**src/sv/lag_pkg.sv**
```systemverilog
package lag_pkg;

    // grid size
    localparam int GRID_WIDTH  = 84;
    localparam int GRID_HEIGHT = 48;

    localparam int COL_AW  = $clog2(GRID_WIDTH);
    localparam int ROW_AW  = $clog2(GRID_HEIGHT);
    // step sequencer counts 0 .. GRID_HEIGHT + 1
    localparam int STEP_CW = $clog2(GRID_HEIGHT + 2);

    // command codes
    localparam logic [1:0] CMD_WRITE = 2'd0;
    localparam logic [1:0] CMD_READ  = 2'd1;
    localparam logic [1:0] CMD_STEP  = 2'd2;

    typedef logic [GRID_WIDTH-1:0] row_t;

    typedef struct packed {
        logic [1:0] cmd;
        logic [6:0] col;
        logic [5:0] row;
        logic       cell_in;
    } req_t;

    typedef struct packed {
        logic       cell_out;
        logic [1:0] done_cmd;
    } rsp_t;

    typedef struct packed {
        logic              re;
        logic [ROW_AW-1:0] raddr;
    } ram_rd_t;

    typedef struct packed {
        logic              we;
        logic [ROW_AW-1:0] waddr;
        row_t              wdata;
    } ram_wr_t;

    typedef enum logic [2:0] {
        ST_CLEAR,
        ST_IDLE,
        ST_WRITE,
        ST_READ,
        ST_STEP,
        ST_DONE
    } state_t;

endpackage

```
**src/sv/lag_row_ram.sv**
```systemverilog
// One row of the grid per entry; one write and one read port, read data registered.
module lag_row_ram (
    input  logic            clk,
    input  lag_pkg::ram_rd_t rd,
    input  lag_pkg::ram_wr_t wr,
    output lag_pkg::row_t   rdata
);

    lag_pkg::row_t mem [lag_pkg::GRID_HEIGHT];
    lag_pkg::row_t rdata_reg;

    always_ff @(posedge clk)
    begin
        if (wr.we)
        begin
            mem[wr.waddr] <= wr.wdata;
        end
        if (rd.re)
        begin
            rdata_reg <= mem[rd.raddr];
        end
    end

    assign rdata = rdata_reg;

endmodule

```
**config.mk**
```make
export PLATFORM = sky130hd
export DESIGN_NAME = lag_row_ram
export DESIGN_NICKNAME = d
export VERILOG_FILES = /design/src/sv/lag_pkg.sv /design/src/sv/lag_row_ram.sv
export SDC_FILE = /design/constraint.sdc
export NUM_CORES = 2
export LEC_CHECK = 0
export BUFFER_PORTS_ARGS = -buffer_cell sky130_fd_sc_hd__buf_2
export CAP_MARGIN = 20
export CORE_ASPECT_RATIO = 1.2
export CORE_MARGIN = 3
export CORE_UTILIZATION = 35
export CTS_CLUSTER_SIZE = 25
export DETAILED_ROUTE_END_ITERATION = 10
export HOLD_SLACK_MARGIN = 0.03
export PLACE_DENSITY_LB_ADDON = 0.15
export SYNTH_ARGS = -nofsm -noshare
export SYNTH_HDL_FRONTEND = slang
export SYNTH_SLANG_ARGS = --single-unit
```
**constraint.sdc**
```tcl
create_clock -name clk -period 10.4 [get_ports clk]
set_clock_uncertainty 0.1 [all_clocks]
set_input_delay 1.04 -clock clk [delete_from_list [all_inputs] [get_ports clk]]
set_output_delay 1.04 -clock clk [all_outputs]
set_load 0.005 [all_outputs]
```
### Yosys cells after proc, flatten, opt, wreduce, memory -nomap -nowiden

Memory sizes are Yosys's and may differ from the RTL's. A register that Yosys moved wholly into a read port is not among the register bits.
Cells that the tools add are included.

* flip-flop bits (word level): 0
* RAM bits: 4032
* input bits: 99
* output and inout bits: 84
* word-level logic and storage cells: 3
* memories: 1

* mux-type cells: 2

Memories
* mem: depth 48, width 84, read ports 1, clocked after memory_dff 1, write ports 1, line lag_row_ram.sv:9 `lag_pkg::row_t mem [lag_pkg::GRID_HEIGHT];`

Operators with widths (count)
* $mux W1: 2

### Logic depth before layout (Yosys ltp)

* depth in word-level cells: 2
* mapped depth: 10
* gate-level depth less buffers: 4

### Worst setup path after synthesis

No wires, ideal clock.

* kind: input to register
* start point: input wr[87] (netlist name)
* end point: memory mem[18][0] (netlist name) (enable)
* setup time: 0.629 ns
* arrival time: 7.216 ns
* data required time: 9.671 ns
* path slack: 2.455 ns
* stages on the path: 3
* path buffers: 0
* cell sequence: nor4bb_1 > nand2_1 > nor3_1

RTL lines
* start: declaration: line lag_row_ram.sv:5 `input lag_pkg::ram_wr_t wr,`
* end: declaration: line lag_row_ram.sv:9

Straight into the memory's write port.

==> qor.csv <==
metric;value;unit
status;complete, no violations;
Synth Area in Compound Gates;2.686;%
CTS tree;done;
Slew Limit Fails;0;
clock transition at the registers of the reported paths;0.06;ns
HP Class;in -> reg;
synthesized area per cell;22.51;µm²
gpl congestion;0.7225;
P per Cell Area;194.6;nW/µm²
unique cell type count in the Yosys netlist;30;
post-synthesis simple-gate area fraction;1.241;%
Seq cells post-synth;4116;
most common cell after layout, fill and taps aside;edfxtp_1;
worst skew pair latency;0.99;ns
Hold Buf Count CTS;0;
Post-DRT Antenna Nets;0;
Synth Area in XOR/XNOR;0;%
mux contribution to synthesized area;15.91;%
Post-CTS Setup Inserts;0;
fillers;39355;
number of nets in the layout;7435;
r2r setup slk;8.22;ns
clk sinks;4116;
H-Tree Depth;5;
final setup TNS;0;ns
FF-to-FF path depth;5;
DRC;0;
First-pass DRT Iterations;6;
peak supply drop;0.1393;mV
I/O Pins;183;
crit share post-route;45.37;%
max-cap violations;0;
max reg flops;4032;
NetSw;7.429;mW
Worst Path Max Fanout;124;
final setup fails;0;
synthesized instance count;6954;
total of warnings raised by yosys;0;
Hold Path Stages;1;
share of layout cells above drive strength 1;25.25;%
largest net degree at the start of global routing;125;
Buf/Inv on CP;4;
Fmax;211.9;MHz
final hold violations;0;
root buffer cell;clkbuf_16;
Levels on crit path;8;
switching share of power;21.39;%
Port Buffers;182;
Setup crit end kind;register;
drt total wl;483400;µm
CP required;10.99;ns
initial antenna violation count;52;
GRT overflow;0;
CTS buffer count;408;
largest family of logic cells by synthesized area;multiplexers;
Final HPWL DP;227900;µm
Core Area;444600;µm²
Top delay family on crit path;buffers and inverters;
Die Wd;616.5;µm
Cell Area, Synth;156500;µm²
commonest non-fill, non-tap cells in the layout;4116 x edfxtp_1, 840 x mux4_2, 504 x mux2i_1;
Area Growth Syn to Fin;14.06;%
WL/cell;35.47;µm
# rows;268;
Pint;27.31;mW
DIE HEIGHT;738.6;µm
initial DRC count;8861;
cts repair resizes;0;
Gate power share;4.5;%
initial core utilization;35.20;%
post-synthesis sequential area ratio;78.96;%
first-pass GRT wire length;661700;µm
Die ar.;455300;µm²
min Tclk post-route;4.719;ns
Lkg Pwr;55.70;nW
crit path kind;in -> reg;
Clock Path Buffers;4;
Via density;5.619;
Tot Pwr;34.74;mW
crit path launch type;input pin;
worst rel slew slack;22.78;%
critical path's slowest cell;buf_4;
CP max stage delay;0.80;ns
Clk pwr share;42.3;%
vias in the first global route;78313;
via count;76575;
register share of total power;53.2;%
syn_nets;7053;
Least-Margin Pin Slew;1.158;ns
Worst EP arrival;5.31;ns
GRT Resource Usage Total;20.84;%
worst-path cell chain;buf_8 -> buf_12 -> buf_4 -> buf_4 -> mux4_2 -> mux4_2 -> nand2_1 -> o311ai_1;
Synth Area in Adders;0;%
RSZ-0062 raised after global routing;false;
## worst reg2reg max path: stages (launching register included)
cell,delay (ns)
edfxtp_1,0.38
mux4_2,0.49
mux4_2,0.49
nand2_1,0.09
o311ai_1,0.13
buf_4,0.23
## per-stage QoR
stage	area [µm²]	cells	hold WS (ns)	utilization, %	setup slack, ns
2_1_floorplan	156500	6954	0.6587	-	2.455
3_3_place_gp	165400	12866	0.6968	37.19	4.646
3_5_place_dp	165400	12866	0.7117	37.19	4.653
4_1_cts	178500	13616	0.3402	40.15	5.711
5_1_grt	178500	13618	0.3716	40.15	5.562
6_report	178500	13629	0.4333	40.15	5.682
## final cells by class
cell class                 count  area, µm²  area share, %
sequential                  4116     123600          69.23
clock inverter               261       2464          1.380
clock buffer                 489      10660          5.972
multi-input combinational   2432      31440          17.61
inverter                       1      11.26       0.006307
antenna                       13      32.53        0.01822
timing repair buffer         377       2898          1.623
tap                         5940       7432          4.163
## cells in the mapped netlist
cell type     n  area share, %
or2_2         2         0.0080
nor2_1      130           0.31
nor3_1       88           0.28
clkbuf_1    207           0.50
o221ai_1     84           0.47
edfxtp_1   4116             79
buf_2       114           0.36
o2bb2ai_1    84           0.47
nand3_1       5          0.016
nand4b_1      1         0.0056
nand4_1       1         0.0040
mux2i_1     504            3.2
o21ai_0     168           0.54
and2_1       84           0.34
buf_1        36          0.086
or3_1         1         0.0040
o22ai_1      84           0.34
mux4_2      840             12
nand2_1      91           0.22
buf_6         8          0.058
nor4bb_1      1         0.0064
mux2_2       84           0.60
inv_2         1         0.0024
o311ai_1     84           0.47
a211oi_1     84           0.40
nand3b_1      1         0.0048
nand2b_1      5          0.020
buf_4        40           0.19
or3b_2        1         0.0056
nor2b_1       5          0.020
## path summary, 6_finish.rpt
path,startpoint,end
setup / recovery,rd[1],rdata[44]
hold / removal,rd[6],rdata[11]
setup reg to reg,mem[39][9],rdata[9]
hold reg to reg,mem[26][13],rdata[13]
## cells by family (layout without fill, tap and decap cells)
family / Yosys count / count (layout)
and+or+nand+nor: 416 / 416
buffers and inverters: 406 / 1128
other: 0 / 13
AOI/OAI and AO/OA: 588 / 588
DFF: 4116 / 4116
muxes: 1428 / 1428
## power by group through the flow
| stage | clock (mW) | sequential [mW] | combinational (mW) |
|---|---|---|---|
| after floorplan | 0 | 18.8 | 0.880 |
| after global placement | 0 | 18.8 | 1.58 |
| after detailed placement | 0 | 18.8 | 1.61 |
| after CTS | 15.0 | 18.5 | 1.61 |
| after global routing | 15.7 | 18.5 | 1.69 |
| final | 14.7 | 18.5 | 1.58 |
## routing by layer
| metal | wire length (µm) | track usage, % |
|---|---|---|
| met3 | 26200 | 2.758 |
| met2 | 237000 | 34.46 |
| met4 | 9918 | 4.391 |
| met5 | 147 | 0 |
| met1 | 210200 | 29.53 |
(Power assumes the default switching activity.)
