## src/sv/lag_pkg.sv

```systemverilog
package lag_pkg;

    // grid size
    localparam int GRID_WIDTH  = 84;
    localparam int GRID_HEIGHT = 48;

    localparam int COL_AW  = $clog2(GRID_WIDTH);
    localparam int ROW_AW  = $clog2(GRID_HEIGHT);
    // step sequencer counts 0 .. GRID_HEIGHT + 1
    localparam int STEP_CW = $clog2(GRID_HEIGHT + 2);

    // command codes
    localparam logic [1:0] CMD_WRITE = 2'd0;
    localparam logic [1:0] CMD_READ  = 2'd1;
    localparam logic [1:0] CMD_STEP  = 2'd2;

    typedef logic [GRID_WIDTH-1:0] row_t;

    typedef struct packed {
        logic [1:0] cmd;
        logic [6:0] col;
        logic [5:0] row;
        logic       cell_in;
    } req_t;

    typedef struct packed {
        logic       cell_out;
        logic [1:0] done_cmd;
    } rsp_t;

    typedef struct packed {
        logic              re;
        logic [ROW_AW-1:0] raddr;
    } ram_rd_t;

    typedef struct packed {
        logic              we;
        logic [ROW_AW-1:0] waddr;
        row_t              wdata;
    } ram_wr_t;

    typedef enum logic [2:0] {
        ST_CLEAR,
        ST_IDLE,
        ST_WRITE,
        ST_READ,
        ST_STEP,
        ST_DONE
    } state_t;

endpackage

```

## src/sv/lag_row_rule.sv

```systemverilog
// Next state of one full row from the rows above, at and below it (B3/S23).
module lag_row_rule (
    input  lag_pkg::row_t above,
    input  lag_pkg::row_t cur,
    input  lag_pkg::row_t below,
    output lag_pkg::row_t next_row
);

    logic [lag_pkg::GRID_WIDTH+1:0] pa;
    logic [lag_pkg::GRID_WIDTH+1:0] pc;
    logic [lag_pkg::GRID_WIDTH+1:0] pb;

    // zero padding: no wraparound at the edges
    assign pa = {1'b0, above, 1'b0};
    assign pc = {1'b0, cur,   1'b0};
    assign pb = {1'b0, below, 1'b0};

    always_comb
    begin
        logic [3:0] n;
        for (int c = 0; c < lag_pkg::GRID_WIDTH; c++)
        begin
            n = 4'(pa[c]) + 4'(pa[c+1]) + 4'(pa[c+2])
              + 4'(pc[c])                + 4'(pc[c+2])
              + 4'(pb[c]) + 4'(pb[c+1]) + 4'(pb[c+2]);
            case (n)
                4'd2:    next_row[c] = cur[c];
                4'd3:    next_row[c] = 1'b1;
                default: next_row[c] = 1'b0;
            endcase
        end
    end

endmodule

```

## config.mk

```make
export PLATFORM = sky130hd
export DESIGN_NAME = lag_row_rule
export DESIGN_NICKNAME = d
export VERILOG_FILES = /design/src/sv/lag_pkg.sv /design/src/sv/lag_row_rule.sv
export SDC_FILE = /design/constraint.sdc
export NUM_CORES = 1
export LEC_CHECK = 0
export BUFFER_PORTS_ARGS = -buffer_cell sky130_fd_sc_hd__buf_2
export CAP_MARGIN = 20
export CORE_ASPECT_RATIO = 1.4
export CORE_UTILIZATION = 45
export DETAILED_ROUTE_END_ITERATION = 16
export PLACE_DENSITY = 0.69
export RECOVER_POWER = 50
export SLEW_MARGIN = 20
export SYNTH_ARGS = -nofsm -noshare
export SYNTH_HDL_FRONTEND = slang
export SYNTH_SLANG_ARGS = --single-unit
```

## constraint.sdc

```tcl
create_clock -name vclk -period 4.3
set_input_delay 0 -clock vclk [all_inputs]
set_output_delay 0 -clock vclk [all_outputs]
set_load 0.02 [all_outputs]
```

---- Word-level counts from Yosys, hierarchy flattened ----
Cells that the tools add are included.
storage, ports and cells
  input port bits ......................... 252
  bits in registers ....................... 0
  output and inout port bits .............. 84
  logic and storage cells ................. 833
operators by class
  add/subtract/negate cells ............... 581
  mux-type cells .......................... 84
  equality and inequality tests ........... 168
operators with widths
  operator                                             number
  adder 4 x 1 -> 4 bit                                 332
  equality test 4 x 2 -> 1 bit, second input constant  168
  adder 3 x 1 -> 4 bit                                 83
  adder 2 x 1 -> 3 bit                                 83
  case mux 1 bit (2 select lines)                      84
  adder 1 x 1 -> 2 bit                                 83

---- Longest topological paths before layout ----
  depth after elaboration ................. 9
  mapped depth ............................ 9
  mapped depth without buffers ............ 9

---- Worst setup path after synthesis ----
No wires, ideal clock.
  path kind ............................... input -> output
  start point ............................. input above[46]
  end point ............................... output next_row[47]
  arrival ................................. 2,688 ps
  stages .................................. 9
  path slack .............................. 1,612 ps
  buffers on the path ..................... 0
  required time ........................... 4,300 ps
  cell sequence ........................... inv_1 fa_1 fa_1 fa_1 inv_1 ha_1 fa_1 or2_0 a21oi_1
on the way
  cells in the longest elaborated chain, start to end .. 9
  elaborated cells on any way between the ends .. 10
  classes of those cells .................. add/sub: 7; eq/ne: 2; mux: 1
RTL lines
  item                                   RTL line            text
  start: declaration                     lag_row_rule.sv:3   input lag_pkg::row_t above,
  adder 1 x 1 -> 2 bit (*)               lag_row_rule.sv:23  n = 4'(pa[c]) + 4'(pa[c+1]) + 4'(pa[c+2])
  adder 2 x 1 -> 3 bit (*)               lag_row_rule.sv:23
  adder 3 x 1 -> 4 bit (*)               lag_row_rule.sv:24  + 4'(pc[c]) + 4'(pc[c+2])
  adder 4 x 1 -> 4 bit (*)               lag_row_rule.sv:24
  adder 4 x 1 -> 4 bit (*) (3 in a row)  lag_row_rule.sv:25  + 4'(pb[c]) + 4'(pb[c+1]) + 4'(pb[c+2]);
  equality test 4 x 2 -> 1 bit           lag_row_rule.sv:26  case (n)
  case mux 1 bit (2 select lines) (*)    lag_row_rule.sv:26
  end: declaration                       lag_row_rule.sv:6   output lag_pkg::row_t next_row
Every way passes the cells marked *; elsewhere a longest branch is shown, timed or not.

---- Worst setup path after layout ----
  start point ............................. input above[33]
  end point ............................... output next_row[34]
Same word-level chain as after synthesis.

==> impl_metrics.yaml <==
cells_and_area:
  syn_to_final_growth_pct: 15.18
  seq_cells: 0
  instances_no_fill: 2313
  multiInputGateArea_sq_um: 11930
  fill_cells: 2942
  nClkBuffers: 0
  nets: 2747
  regArea_sq_um: 0
  drive_gt1_frac: 0.1537
cts:
  cts_hold_buf: 0
  cts_setup_buffers: 0
  cts_resized: 0
critical_path:
  critPathKind: "in2out"
  critPathBufInv: 4
  slowest_stage: "fa_1"
  cp.arrival_ps: 3060
  crit_family: "adder cells"
  worstPathRequired_ps: 4300
  crit_top_cell: "fa_1"
  worstPathCellList: "buf_2 -> inv_1 -> fa_1 -> fa_1 -> fa_1 -> inv_1 -> ha_1 -> fa_1 -> or2_1 -> a21oi_1 -> buf_2"
  crit_fanout: 2
  cp-start-kind: "input pin"
  slowest_delay_ps: 550
  cp-end-kind: "primary output"
place:
  pre_cts_ws_ps: 1226
  numPortBuffers: 336
  gp_congestion: 0.8566
  place_inst: 2303
  hpwlAfterDp_mm: 30.02
pwr:
  power.total_w: 0.004041
  power_density_nw_per_um2: 248.6
  cellLeakagePower_nw: 9.358
  ir_worst_vdd_v: 0.0001407
die:
  core-area_sq_um: 30810
  floorplan.initialDensity: 0.4581
  die_h_um: 211.5
  rows: 76
  io_pins: 336
  die_w_um: 151.7
  die-area_sq_um: 32090
flow_run:
  drv_cap: 0
min_path:
  hold_path_class: "in2out"
yosys:
  synthesis.nets: 2409
  synth.avg_cell_area_sq_um: 8.950
  syn-instance-count: 1577
  ys_seq_area_frac: 0
  synth_top_area_share: 0.4709
  synthTopCellsByArea: "fa_1 47%, ha_1 22%, inv_1 15%"
  syn_area_sq_um: 14110
  synth.distinct_cells: 14
  yosys.area.top_type: "fa_1"
  yosys_warnings: 0
timing:
  max_slew_margin: 0.7420
  finalHoldViolCount: 0
  finalCritPeriodShare: 0.7124
  grt_setup_unrepaired: "no"
  tightest_slew_ps: 386.9
  setup_tns_ps: 0
  period_minus_slack_ps: 3063
  slew_viol_final: 0
  fin_ws_ps: 1237
  finalSetupViolations: 0
  fmax_mhz: 326.4
detailed_routing:
  final_antenna_net_count: 0
  drtIter0Drc: 148
  vias_per_cell: 4.760
  drc: 0
  routedWlPerCell_um: 13.20
  vias: 11010
  drt_wl_total_mm: 30.52
  dr.pass1.iters: 4
global_route:
  grt_usage: 0.1994
  grt_pass1_wl_mm: 52.37
  gr-total-overflow: 0
  grt_pass1_vias: 12460
  antenna_found_initial: 15
  grt_max_degree: 4
run_status:
  status: "finished, final reports clean"
[metal layers]
| layer | GRT usage | share of wire | wire length, um | vias to the layer above |
|---|---|---|---|---|
| met4 | 0.05019 | 0.028 | 868 | 12 |
| met2 | 0.4045 | 0.56 | 17130 | 251 |
| li1 | - | - | - | 5417 |
| met1 | 0.1997 | 0.34 | 10380 | 5266 |
| met5 | 0 | 0.0026 | 78 | - |
| met3 | 0.03772 | 0.068 | 2061 | 64 |
[tightest hold or removal path: cells and delay by family]
| kind | cells | cell delay [ps] |
|---|---|---|
| simple gates | 2 | 140 |
| buf+inv | 2 | 270 |
[kinds of logic (layout without fill, tap and decap cells)]
family,Yosys count,count (layout),share of synthesized area
other cells,0,10,0
compound gates,244,244,0.08661
simple gates,171,171,0.06782
buf+inv,582,918,0.1548
fa+ha+maj,580,580,0.6908
[layout by cell type, fill, tap and decap left out, drive strengths merged]
| master | netlist | final |
|---|---|---|
| inv | 582 | 582 |
| or2 | 81 | 81 |
| nand3 | 81 | 81 |
| a21oi | 162 | 162 |
| buf | 0 | 294 |
| nor2b | 1 | 1 |
| nor3 | 1 | 1 |
| diode | 0 | 10 |
| o21ai | 81 | 81 |
| nand2 | 1 | 1 |
| nor2 | 4 | 4 |
| a31oi | 1 | 1 |
| clkbuf | 0 | 42 |
| nor3b | 2 | 2 |
| fa | 332 | 332 |
| ha | 248 | 248 |
[cells in the mapped netlist]
library cell,instances
fa_1,332
or2_0,22
nor3b_1,2
nor2_1,4
a21oi_1,162
ha_1,248
a31oi_1,1
inv_1,582
nand2_1,1
or2_1,59
nor3_1,1
nand3_1,81
nor2b_1,1
o21ai_0,81
[per-stage QoR]
stage | hold WS (ps) | util | cell area [sq um]
6_report | 412.3 | 0.5276 | 16260
2_1_floorplan | 173.8 | - | 14110
3_3_place_gp | 404.9 | 0.5285 | 16280
3_5_place_dp | 404.1 | 0.5285 | 16280
4_1_cts | 405.5 | 0.5285 | 16280
5_1_grt | 465.1 | 0.5275 | 16250
[final cells by class]
| class | count | area share |
|---|---|---|
| Inverter | 582 | 0.1344 |
| Tap cell | 390 | 0.03002 |
| Multi-Input combinational cell | 995 | 0.7338 |
| Antenna cell | 10 | 0.001539 |
| Timing Repair Buffer | 336 | 0.1002 |
[path summary, 6_finish.rpt]
| path | startpoint | endpoint | slack (ps) | depth (start not counted) |
|---|---|---|---|---|
| setup / recovery | above[33] | next_row[34] | 1240 | 11 |
| hold / removal | cur[0] | next_row[0] | 410 | 4 |
[where the power goes]
group	switching, W	internal, W	leakage (nW)
Combinational	0.00238	0.00166	9.36
Sequential	0	0	0
Clock	0	0.000000000311	0.0000634
Total	0.00238	0.00166	9.36
Note: power is estimated with default switching activity, not from simulation.
